`config.mk`:
```
export PLATFORM = sky130hd
export DESIGN_NAME = preemptive_priority_scheduler
export DESIGN_NICKNAME = d
export VERILOG_FILES = /design/src/rtl/core/ppsch_pkg.sv /design/src/rtl/core/preemptive_priority_scheduler.sv /design/src/rtl/core/ppsch_cell.sv
export SDC_FILE = /design/constraint.sdc
export NUM_CORES = 2
export LEC_CHECK = 0
export ABC_CLOCK_PERIOD_IN_PS = 6400
export BUFFER_PORTS_ARGS = -buffer_cell sky130_fd_sc_hd__buf_2
export CAP_MARGIN = 20
export CORE_ASPECT_RATIO = 0.6
export CORE_MARGIN = 5
export CORE_UTILIZATION = 45
export DETAILED_ROUTE_END_ITERATION = 8
export RECOVER_POWER = 100
export REMOVE_ABC_BUFFERS = 1
export SETUP_SLACK_MARGIN = 0.5
export SLEW_MARGIN = 20
export SYNTH_ARGS = -nofsm -noshare
export SYNTH_HDL_FRONTEND = slang
export SYNTH_SLANG_ARGS = --single-unit
```
`constraint.sdc`:
```
create_clock -name aclk -period 6.4 [get_ports aclk]
set_input_delay 0.64 -clock aclk [delete_from_list [all_inputs] [get_ports aclk]]
set_output_delay 0.64 -clock aclk [all_outputs]
set_load 0.01 [all_outputs]
```
`src/rtl/core/ppsch_pkg.sv`:
```
// shared types and codes for the preemptive priority scheduler
package ppsch_pkg;

    // item kinds carried on s_tuser
    localparam logic [1:0] KIND_LOAD  = 2'd0;
    localparam logic [1:0] KIND_TICK  = 2'd1;
    localparam logic [1:0] KIND_CLEAR = 2'd2;

    // result status codes carried on m_tuser
    localparam logic [2:0] ST_LOADED = 3'd0;
    localparam logic [2:0] ST_FULL   = 3'd1;
    localparam logic [2:0] ST_ZERO   = 3'd2;
    localparam logic [2:0] ST_RAN    = 3'd3;
    localparam logic [2:0] ST_IDLE   = 3'd4;
    localparam logic [2:0] ST_CLEAR  = 3'd5;

    localparam int S_TDATA_W = 48;
    localparam int M_TDATA_W = 112;

    typedef enum logic [1:0] {
        FSM_IDLE,
        FSM_SCAN,
        FSM_CALC,
        FSM_EMIT
    } fsm_t;

    // one loaded task
    typedef struct packed {
        logic [7:0]  prio;
        logic [15:0] burst;
        logic [15:0] arrival;
        logic [7:0]  id;
    } task_t;

    // best candidate so far, handed from cell to cell
    typedef struct packed {
        logic        found;
        logic [15:0] rem;
        task_t       info;
    } cand_t;

    // broadcast from the controller to every cell
    typedef struct packed {
        logic        clear;
        logic [31:0] tick;
        task_t       wdata;
    } cell_ctrl_t;

endpackage

```
`src/rtl/core/preemptive_priority_scheduler.sv`:
```
// top level of the preemptive priority scheduler: control, result register and cell chain
//
// usage:
//   s_ channel carries one command transaction: s_tuser selects load (0), tick (1)
//   or clear (2, 3); s_tdata holds the task fields for a load
//   m_ channel returns exactly one result transaction per command, status on m_tuser
// timing:
//   load and clear: state updates on the accept edge, the result passes through the
//   emit state, and the next command can be taken once the result is valid
//   tick: the candidate travels down the row of MAX_TASKS cells, one cell per cycle,
//   then the calc state picks and charges the winner, the emit state writes it out,
//   so the time to a tick result grows with the chain length
//   one command is in work at a time; a new command is taken once the previous
//   one has been written into the result register
// stall:
//   while m_tready is low the result register holds; the next command may still
//   be accepted and worked, and waits for the register before it is written out
// reset:
//   aresetn low clears the task count, done count, clock and every remaining
//   counter; stored task fields stay undefined until loaded
module preemptive_priority_scheduler import ppsch_pkg::*; #(
    parameter int MAX_TASKS = 16
) (
    input  logic                 aclk,
    input  logic                 aresetn,
    input  logic                 s_tvalid,
    output logic                 s_tready,
    // task_id[7:0], arrival_time[23:8], burst_length[39:24], task_priority[47:40]
    input  logic [S_TDATA_W-1:0] s_tdata,
    // kind[1:0]
    input  logic [1:0]           s_tuser,
    output logic                 m_tvalid,
    input  logic                 m_tready,
    // running_id[7:0], finished[8], finish_time[40:9], turnaround[72:41],
    // waiting[104:73], all_done[105], zero fill above
    output logic [M_TDATA_W-1:0] m_tdata,
    // status[2:0]
    output logic [2:0]           m_tuser
);

    localparam int IDX_W = (MAX_TASKS > 1) ? $clog2(MAX_TASKS) : 1;
    localparam int CNT_W = $clog2(MAX_TASKS + 1);

    fsm_t             state_reg;
    fsm_t             state_next;

    logic [CNT_W-1:0] task_count_reg;
    logic [CNT_W-1:0] done_count_reg;
    logic [31:0]      tick_reg;
    logic [IDX_W-1:0] scan_cnt_reg;

    // result being assembled
    logic [2:0]       res_status_reg;
    logic [7:0]       res_id_reg;
    logic             res_fin_reg;
    logic [31:0]      res_ft_reg;
    logic [31:0]      res_tat_reg;
    logic [15:0]      res_burst_reg;

    logic             m_tvalid_reg;
    logic [M_TDATA_W-1:0] m_tdata_reg;
    logic [2:0]       m_tuser_reg;

    logic             s_accept;
    logic             scan_done;
    logic             emit_go;
    logic             load_we;
    logic             clear_en;
    logic             calc_en;
    task_t            in_task;
    logic             table_full;
    logic             win_fin;
    logic [31:0]      waiting_w;

    cell_ctrl_t       ctrl;
    cand_t            cand_w [0:MAX_TASKS];
    logic [IDX_W-1:0] idx_w  [0:MAX_TASKS];
    logic [MAX_TASKS-1:0] we_w;
    logic [MAX_TASKS-1:0] grant_w;

    assign in_task.id      = s_tdata[7:0];
    assign in_task.arrival = s_tdata[23:8];
    assign in_task.burst   = s_tdata[39:24];
    assign in_task.prio    = s_tdata[47:40];

    assign s_accept   = s_tvalid && s_tready;
    assign table_full = (task_count_reg == CNT_W'(MAX_TASKS));
    assign scan_done  = (scan_cnt_reg == IDX_W'(MAX_TASKS - 1));
    assign win_fin    = cand_w[MAX_TASKS].found && (cand_w[MAX_TASKS].rem == 16'd1);

    // next state
    always_comb begin
        state_next = state_reg;
        case (state_reg)
            FSM_IDLE: begin
                if (s_accept) begin
                    state_next = (s_tuser == KIND_TICK) ? FSM_SCAN : FSM_EMIT;
                end
            end
            FSM_SCAN: begin
                if (scan_done) begin
                    state_next = FSM_CALC;
                end
            end
            FSM_CALC: state_next = FSM_EMIT;
            FSM_EMIT: begin
                if (emit_go) begin
                    state_next = FSM_IDLE;
                end
            end
            default: state_next = FSM_IDLE;
        endcase
    end

    // control outputs
    always_comb begin
        s_tready = 1'b0;
        load_we  = 1'b0;
        clear_en = 1'b0;
        calc_en  = 1'b0;
        emit_go  = 1'b0;
        case (state_reg)
            FSM_IDLE: begin
                s_tready = 1'b1;
                if (s_accept) begin
                    case (s_tuser)
                        KIND_LOAD: load_we = !table_full && (in_task.burst != 16'd0);
                        KIND_TICK: ;
                        default:   clear_en = 1'b1;
                    endcase
                end
            end
            FSM_SCAN: ;
            FSM_CALC: calc_en = 1'b1;
            FSM_EMIT: emit_go = !m_tvalid_reg || m_tready;
            default: ;
        endcase
    end

    always_ff @(posedge aclk) begin
        if (!aresetn) begin
            state_reg <= FSM_IDLE;
        end else begin
            state_reg <= state_next;
        end
    end

    // bookkeeping registers
    always_ff @(posedge aclk) begin
        if (!aresetn) begin
            task_count_reg <= '0;
            done_count_reg <= '0;
            tick_reg       <= '0;
            scan_cnt_reg   <= '0;
        end else begin
            if (clear_en) begin
                task_count_reg <= '0;
                done_count_reg <= '0;
                tick_reg       <= '0;
            end
            if (load_we) begin
                task_count_reg <= task_count_reg + CNT_W'(1);
            end
            if (calc_en) begin
                tick_reg <= tick_reg + 32'd1;
                if (win_fin) begin
                    done_count_reg <= done_count_reg + CNT_W'(1);
                end
            end
            if (state_reg == FSM_SCAN) begin
                scan_cnt_reg <= scan_done ? '0 : scan_cnt_reg + IDX_W'(1);
            end
        end
    end

    // result assembly
    always_ff @(posedge aclk) begin
        if (s_accept) begin
            res_id_reg    <= '0;
            res_fin_reg   <= 1'b0;
            res_ft_reg    <= '0;
            res_tat_reg   <= '0;
            res_burst_reg <= '0;
            case (s_tuser)
                KIND_LOAD: begin
                    if (table_full) begin
                        res_status_reg <= ST_FULL;
                    end else if (in_task.burst == 16'd0) begin
                        res_status_reg <= ST_ZERO;
                    end else begin
                        res_status_reg <= ST_LOADED;
                    end
                end
                KIND_TICK: res_status_reg <= ST_IDLE;
                default:   res_status_reg <= ST_CLEAR;
            endcase
        end else if (calc_en && cand_w[MAX_TASKS].found) begin
            res_status_reg <= ST_RAN;
            res_id_reg     <= cand_w[MAX_TASKS].info.id;
            res_fin_reg    <= win_fin;
            if (win_fin) begin
                res_ft_reg    <= tick_reg + 32'd1;
                res_tat_reg   <= tick_reg - {16'd0, cand_w[MAX_TASKS].info.arrival} + 32'd1;
                res_burst_reg <= cand_w[MAX_TASKS].info.burst;
            end
        end
    end

    assign waiting_w = res_tat_reg - {16'd0, res_burst_reg};

    // output register
    always_ff @(posedge aclk) begin
        if (!aresetn) begin
            m_tvalid_reg <= 1'b0;
        end else if (emit_go) begin
            m_tvalid_reg <= 1'b1;
        end else if (m_tready) begin
            m_tvalid_reg <= 1'b0;
        end
    end

    always_ff @(posedge aclk) begin
        if (emit_go) begin
            m_tuser_reg <= res_status_reg;
            m_tdata_reg <= {6'd0,
                            (done_count_reg == task_count_reg),
                            waiting_w,
                            res_tat_reg,
                            res_ft_reg,
                            res_fin_reg,
                            res_id_reg};
        end
    end

    assign m_tvalid = m_tvalid_reg;
    assign m_tdata  = m_tdata_reg;
    assign m_tuser  = m_tuser_reg;

    // cell chain: an empty candidate enters cell 0, the winner leaves the last cell
    assign ctrl.clear = clear_en;
    assign ctrl.tick  = tick_reg;
    assign ctrl.wdata = in_task;

    assign cand_w[0] = '0;
    assign idx_w[0]  = '0;

    for (genvar i = 0; i < MAX_TASKS; i++) begin : g_cell
        assign we_w[i]    = load_we && (task_count_reg == CNT_W'(i));
        assign grant_w[i] = calc_en && cand_w[MAX_TASKS].found
                         && (idx_w[MAX_TASKS] == IDX_W'(i));

        ppsch_cell #(
            .IDX_W    (IDX_W),
            .CELL_IDX (i)
        ) u_cell (
            .aclk     (aclk),
            .aresetn  (aresetn),
            .ctrl     (ctrl),
            .we       (we_w[i]),
            .grant_en (grant_w[i]),
            .in_cand  (cand_w[i]),
            .in_idx   (idx_w[i]),
            .out_cand (cand_w[i+1]),
            .out_idx  (idx_w[i+1])
        );
    end

    // completed tasks never outnumber loaded ones
    a_done_le_count: assert property (@(posedge aclk) disable iff (!aresetn)
        done_count_reg <= task_count_reg)
        else $error("done count exceeds task count");

    a_count_bound: assert property (@(posedge aclk) disable iff (!aresetn)
        task_count_reg <= CNT_W'(MAX_TASKS))
        else $error("task count beyond table size");

    // a finishing grant bumps the done count
    a_fin_counts: assert property (@(posedge aclk) disable iff (!aresetn)
        (calc_en && win_fin) |=> (done_count_reg == $past(done_count_reg) + CNT_W'(1)))
        else $error("finish not counted");

    // a new result only appears out of the emit step
    a_emit_src: assert property (@(posedge aclk) disable iff (!aresetn)
        $rose(m_tvalid_reg) |-> $past(state_reg == FSM_EMIT))
        else $error("result raised outside emit");

    // a tick always spends the full scan before its grant
    a_calc_after_scan: assert property (@(posedge aclk) disable iff (!aresetn)
        (state_reg == FSM_CALC) |-> $past(state_reg == FSM_SCAN && scan_done))
        else $error("grant without a full scan");

endmodule

```
`src/rtl/core/ppsch_cell.sv`:
```
// one scheduler cell: holds a task slot and compares it against the passing candidate
module ppsch_cell import ppsch_pkg::*; #(
    parameter int IDX_W    = 4,
    parameter int CELL_IDX = 0
) (
    input  logic             aclk,
    input  logic             aresetn,
    input  cell_ctrl_t       ctrl,
    input  logic             we,
    input  logic             grant_en,
    input  cand_t            in_cand,
    input  logic [IDX_W-1:0] in_idx,
    output cand_t            out_cand,
    output logic [IDX_W-1:0] out_idx
);

    task_t            info_reg;
    logic [15:0]      rem_reg;
    logic [15:0]      rem_next;
    cand_t            cand_reg;
    cand_t            cand_next;
    logic [IDX_W-1:0] idx_reg;
    logic [IDX_W-1:0] idx_next;
    logic             eligible;
    logic             better;

    always_ff @(posedge aclk) begin
        if (we) begin
            info_reg <= ctrl.wdata;
        end
    end

    always_comb begin
        rem_next = rem_reg;
        if (ctrl.clear) begin
            rem_next = '0;
        end else if (we) begin
            rem_next = ctrl.wdata.burst;
        end else if (grant_en) begin
            rem_next = rem_reg - 16'd1;
        end
    end

    always_ff @(posedge aclk) begin
        if (!aresetn) begin
            rem_reg <= '0;
        end else begin
            rem_reg <= rem_next;
        end
    end

    // strict compare keeps the lower slot on a full tie
    assign eligible = (rem_reg != 16'd0) && ({16'd0, info_reg.arrival} <= ctrl.tick);
    assign better   = !in_cand.found
                   || (info_reg.prio < in_cand.info.prio)
                   || ((info_reg.prio == in_cand.info.prio)
                       && (info_reg.arrival < in_cand.info.arrival));

    always_comb begin
        cand_next = in_cand;
        idx_next  = in_idx;
        if (eligible && better) begin
            cand_next.found = 1'b1;
            cand_next.rem   = rem_reg;
            cand_next.info  = info_reg;
            idx_next        = IDX_W'(CELL_IDX);
        end
    end

    always_ff @(posedge aclk) begin
        if (!aresetn) begin
            cand_reg.found <= 1'b0;
        end else begin
            cand_reg.found <= cand_next.found;
        end
        cand_reg.rem  <= cand_next.rem;
        cand_reg.info <= cand_next.info;
        idx_reg       <= idx_next;
    end

    assign out_cand = cand_reg;
    assign out_idx  = idx_reg;

endmodule

```
; ---- Word-level counts from Yosys, hierarchy flattened
; Index checks and enable logic that the tools add are counted.
[word_totals]
ff_bits = 2355
in_bits = 54
output_inout_bits = 117
word_cells = 584
[classes]
add_sub_neg = 23
n_lt_le_gt_ge = 46
eq_ne = 56
n_mux = 78
bitwise = 1
n_reduce_logical = 176
[ops]
columns = operator, count
row1 = 65-bit two-way mux, 16
row2 = 16-bit by 32-bit <= comparator with 1-bit output, 16
row3 = 16-bit two-way mux, 32
row4 = 16-bit nonzero test, 17
row5 = 16-bit by 1-bit subtractor with 16-bit output (second input constant), 16
row6 = 16-bit less-than comparator, 15
row7 = 8-bit == test, 15
row8 = 8-bit less-than comparator, 15
row9 = 1-bit logical AND, 82
row10 = 32-bit by 1-bit adder with 32-bit output (second input constant), 2
row11 = 32-bit two-way mux, 2
row12 = 32-bit by 16-bit subtractor with 32-bit output, 2
row13 = 5-bit by 4-bit == test with 1-bit output (second input constant), 8
row14 = 2-bit nonzero test, 20
row15 = 4-bit == test (second input constant), 9
row16 = 1-bit logical OR, 31
row17 = 5-bit two-way mux, 5
row18 = 5-bit by 3-bit == test with 1-bit output (second input constant), 4
row19 = 1-bit zero test, 17
row20 = 16-bit by 1-bit == test with 1-bit output (second input constant), 1
row21 = 4-bit by 3-bit == test with 1-bit output (second input constant), 4
row22 = 16-bit zero test, 1
row23 = 1-bit two-way mux, 12
row24 = 2-bit two-way mux, 6
row25 = other kinds (22), 32

; ---- Longest topological paths before layout
[logic_depth]
ltp_word = 8
mapped_depth = 14
mapped_depth_nobuf = 14

; ---- By module
; A second synthesis with hierarchy kept.
[hier_totals]
cells_unflattened = 8656
area_unflattened_um2 = 102249.3
[by_module_without_submodules]
columns = module, n_inst, cells_per_inst, area_each_um2, seq_area_each_um2
row1 = ppsch_cell, 16, 454, 5574.1, 3143.0
row2 = preemptive_priority_scheduler, 1, 1392, 13063.8, 6125.9

; ---- Worst setup path before layout
; OpenSTA, ideal clock, no wires.
[synth_timing]
path_kind = input to register
startpoint = in m_tready
endpoint = reg m_tdata_reg[0], in the netlist m_tdata[0], enable pin
setup_time_ns = 0.591
t_arrival_ns = 5.529
required_ns = 5.809
path_slack_ns = 0.280
path_stages = 2
n_path_buf = 0
path_cell_list = nor2b_1 > nor2b_1
[synth_between]
elab_chain_len = 2
[synth_rtl]
columns = element, line_no
row1 = "start, declared", preemptive_priority_scheduler.sv:33  ; input logic m_tready,
row2 = 1-bit logical OR, preemptive_priority_scheduler.sv:135  ; FSM_EMIT: emit_go = !m_tvalid_reg || m_tready;
row3 = 1-bit two-way mux, preemptive_priority_scheduler.sv:122  ; case (state_reg)
row4 = via emit_go, preemptive_priority_scheduler.sv:66  ; logic emit_go;
row5 = "end signal, assigned", preemptive_priority_scheduler.sv:225  ; m_tdata_reg <= {6'd0,
row6 = "end, declared", preemptive_priority_scheduler.sv:61  ; logic [M_TDATA_W-1:0] m_tdata_reg;
; The timed path passes the listed nets, and every way through them passes these cells.
; A chain may end at the register's enable or synchronous reset.

==> results.toml <==
[outcome]
outcome = "complete, but fails checks"
violations = "max-capacitance violations, max-slew violations"

[die]
die_h_um = 370.8
dieArea_sq_um = 226600
rows = 132
initial_core_util = 0.4525
die_w_um = 611.3
ios = 171
core_area_sq_um = 215700

[logic_synthesis]
ys.flop_type = "dfxtp_1"
synth-async-reset-ratio = 0
yosys.cell_types.count = 96
syn_area_sq_um = 97610
synth.ff_latch_count = 2355
synthCells = 8041
syn_avg_cell_area_sq_um = 12.14
yosys_warnings = 0
yosys-top-cells-area = "dfxtp_1 (30%), edfxtp_1 (27%), mux2_2 (9.5%)"
ys_seq_area_frac = 0.5733
synth_top_area_frac = 0.3025
yosysTopAreaCell = "dfxtp_1"
synth_edf_count = 880

[worst_setup_path]
crit_required_ns = 7.11
slowest_stage = "clkbuf_2"
critPathMaxStageDelay_ns = 1.43
crit_chain = "inv_1, clkbuf_1, ha_1, nand4_1, or2_2, a211oi_1, nor4_1, nor2_1, a21oi_1, nand2b_1, clkbuf_2, mux2_2"
end_kind = "flip-flop"
path_max_fanout = 60
critPathKind = "reg -> reg"
startpoint_type = "flip-flop"
worst-endpoint-arrival_ns = 6.37
path_buf_inv = 3
crit_family = "buffers and inverters"

[sta]
max_freq_mhz = 176.6
report.final.hold_viol_count = 0
setup-violations-final = 0
period_needed_ns = 5.661
finClkSkew_ns = 0.05505
slew_viol_final = 1720
slew_headroom = -1.968
fin_crit_sh = 0.8845
worst_pin_slew_ns = 4.452
fin_tns_setup_ns = 0
worst_slack_ns = 0.7389
rsz0062_at_grt = "no"

[job]
max_cap_violations = 40

[place]
pre_cts_ws_ns = 1.311
port_buffers = 164
dp_hpwl_um = 183000
dp_cells = 10900
place_congestion = 0.9003
dpl_cell_area_sq_um = 101700

[clocking]
worst_skew_pair.late_latency_ns = 0.86
clock_path_buffers = 4
holdBufCountCts = 0
htreeDepth = 4
cts_setup_buffers = 0
root_buffer = "clkbuf_16"
numCtsBuffers = 215
cts.repair.resized = 0
cts_tree = "yes"
clk_pin_slew_ns = 0.07
cts.sink_count = 2355

[detailed_routing]
routedWlPerCell_um = 22.68
wl_met2_um = 100100
wl_met3_um = 21370
wirelength_um = 256200
ant_nets = 0
drt_first_pass_iters = 6
remaining_drc_errors = 0
vias_per_cell = 5.480
top_layer = "met5"
vias = 61908
drt-initial-drc-count = 5854
drt-met1-wl_um = 129400

[global_routing]
antenna_found_initial = 12
grt_pass1_vias = 60556
grt_pass1_wl_um = 383200
overflow = 0
grt_use_total = 0.2213
grt_max_degree = 126

[final_layout]
drive_gt1_frac = 0.1503
layout_commonest_cell = "dfxtp_1"
instances_no_fill = 11297
layout-area-overhead-vs-synth_pct = 10.82
layout_common_cells = "dfxtp_1 (1475), edfxtp_1 (880), mux2_2 (806), ha_1 (713), nor2_1 (570)"
finalNetCount = 9005
fin_area_sq_um = 108200
largest_register_ffs = 1032

[min_path]
hp-class = "in -> reg"

[power]
total_power_w = 0.03372
leakagePower_nw = 41.40
power_density_nw_per_um2 = 311.7
ir_worst_vdd_mv = 0.2218
## report_power, final
part / total, W / switching [W] / internal (W)
registers: 0.0171 / 0.000464 / 0.0167
logic: 0.00350 / 0.00209 / 0.00140
clock network: 0.0131 / 0.00564 / 0.00745
total: 0.0337 / 0.00820 / 0.0255
## metal layers
metal,vias to the layer above,track usage
met5,-,0
met4,4,0.04853
met3,331,0.05267
met2,1935,0.3014
met1,30428,0.3501
li1,29210,-
## cells in the mapped netlist (31+ instances only)
| master | number |
|---|---|
| a211oi_1 | 302 |
| a21o_1 | 65 |
| a21oi_1 | 359 |
| a22o_1 | 31 |
| a31oi_1 | 34 |
| and2_1 | 33 |
| and3_1 | 80 |
| buf_1 | 39 |
| buf_2 | 73 |
| buf_4 | 32 |
| clkbuf_1 | 137 |
| dfxtp_1 | 1475 |
| edfxtp_1 | 880 |
| ha_1 | 713 |
| inv_1 | 543 |
| mux2_1 | 61 |
| mux2_2 | 821 |
| nand2_1 | 377 |
| nand2b_1 | 54 |
| nand3_1 | 131 |
| nand4_1 | 109 |
| nor2_1 | 571 |
| nor2b_1 | 83 |
| nor3_1 | 106 |
| nor4_1 | 77 |
| o211ai_1 | 35 |
| o21ai_0 | 148 |
| or3_1 | 37 |
| xnor2_1 | 219 |
| xor2_1 | 99 |
## cell families (layout without fill, tap and decap cells)
| kind of cell | count (synthesis) | count (layout) | synth area share |
|---|---|---|---|
| DFF | 2355 | 2355 | 0.5733 |
| and+or+nand+nor | 1763 | 1763 | 0.08835 |
| AOI/OAI and AO/OA | 1128 | 1128 | 0.07518 |
| muxes | 914 | 914 | 0.1064 |
| buffers and inverters | 847 | 1211 | 0.03642 |
| adders and majority gates | 715 | 715 | 0.09181 |
| xor gates and xnor gates | 318 | 318 | 0.02853 |
| other | 1 | 12 | 0.00003842 |
## through the flow
stage            util  hold slack, ns
6_report       0.5015          0.1016
3_3_place_gp   0.4711          0.3887
3_5_place_dp   0.4714          0.3957
5_1_grt        0.5015         0.08248
4_1_cts        0.5042         0.06334
2_1_floorplan       -          0.3855
## cell type report
type | instances | area, sq um
diodes | 6 | 15.01
clock buffers | 293 | 6042
clock inverters | 98 | 1039
fillers | 18865 | 107500
inverters | 545 | 2047
multi-input cells | 4844 | 38120
flip-flops and latches | 2355 | 55950
well taps | 2881 | 3605
repair buffers | 275 | 1348
## worst reg2reg max path: cells and delay by family, from the launching register on
kind	cells	cell delay (ns)
buffers and inverters	3	2.32
AO/OA/AOI/OAI	2	0.49
AND/OR/NAND/NOR	5	1.55
adder cells (fa/ha/maj)	1	0.27
flip-flops	1	0.39
multiplexers	1	0.51
## path summary, 6_finish.rpt
check	from	endpoint	slack, ns	cells after the start
min reg2reg	g_cell[13].u_cell.out_idx[2]	g_cell[14].u_cell.out_idx[2]	0.41	1
max reg2reg	tick_reg[13]	g_cell[2].u_cell.out_cand[8]	0.74	12
min	m_tready	m_tvalid	0.10	4
max	tick_reg[13]	g_cell[2].u_cell.out_cand[8]	0.74	12
Power figures use the tool's default switching activity.
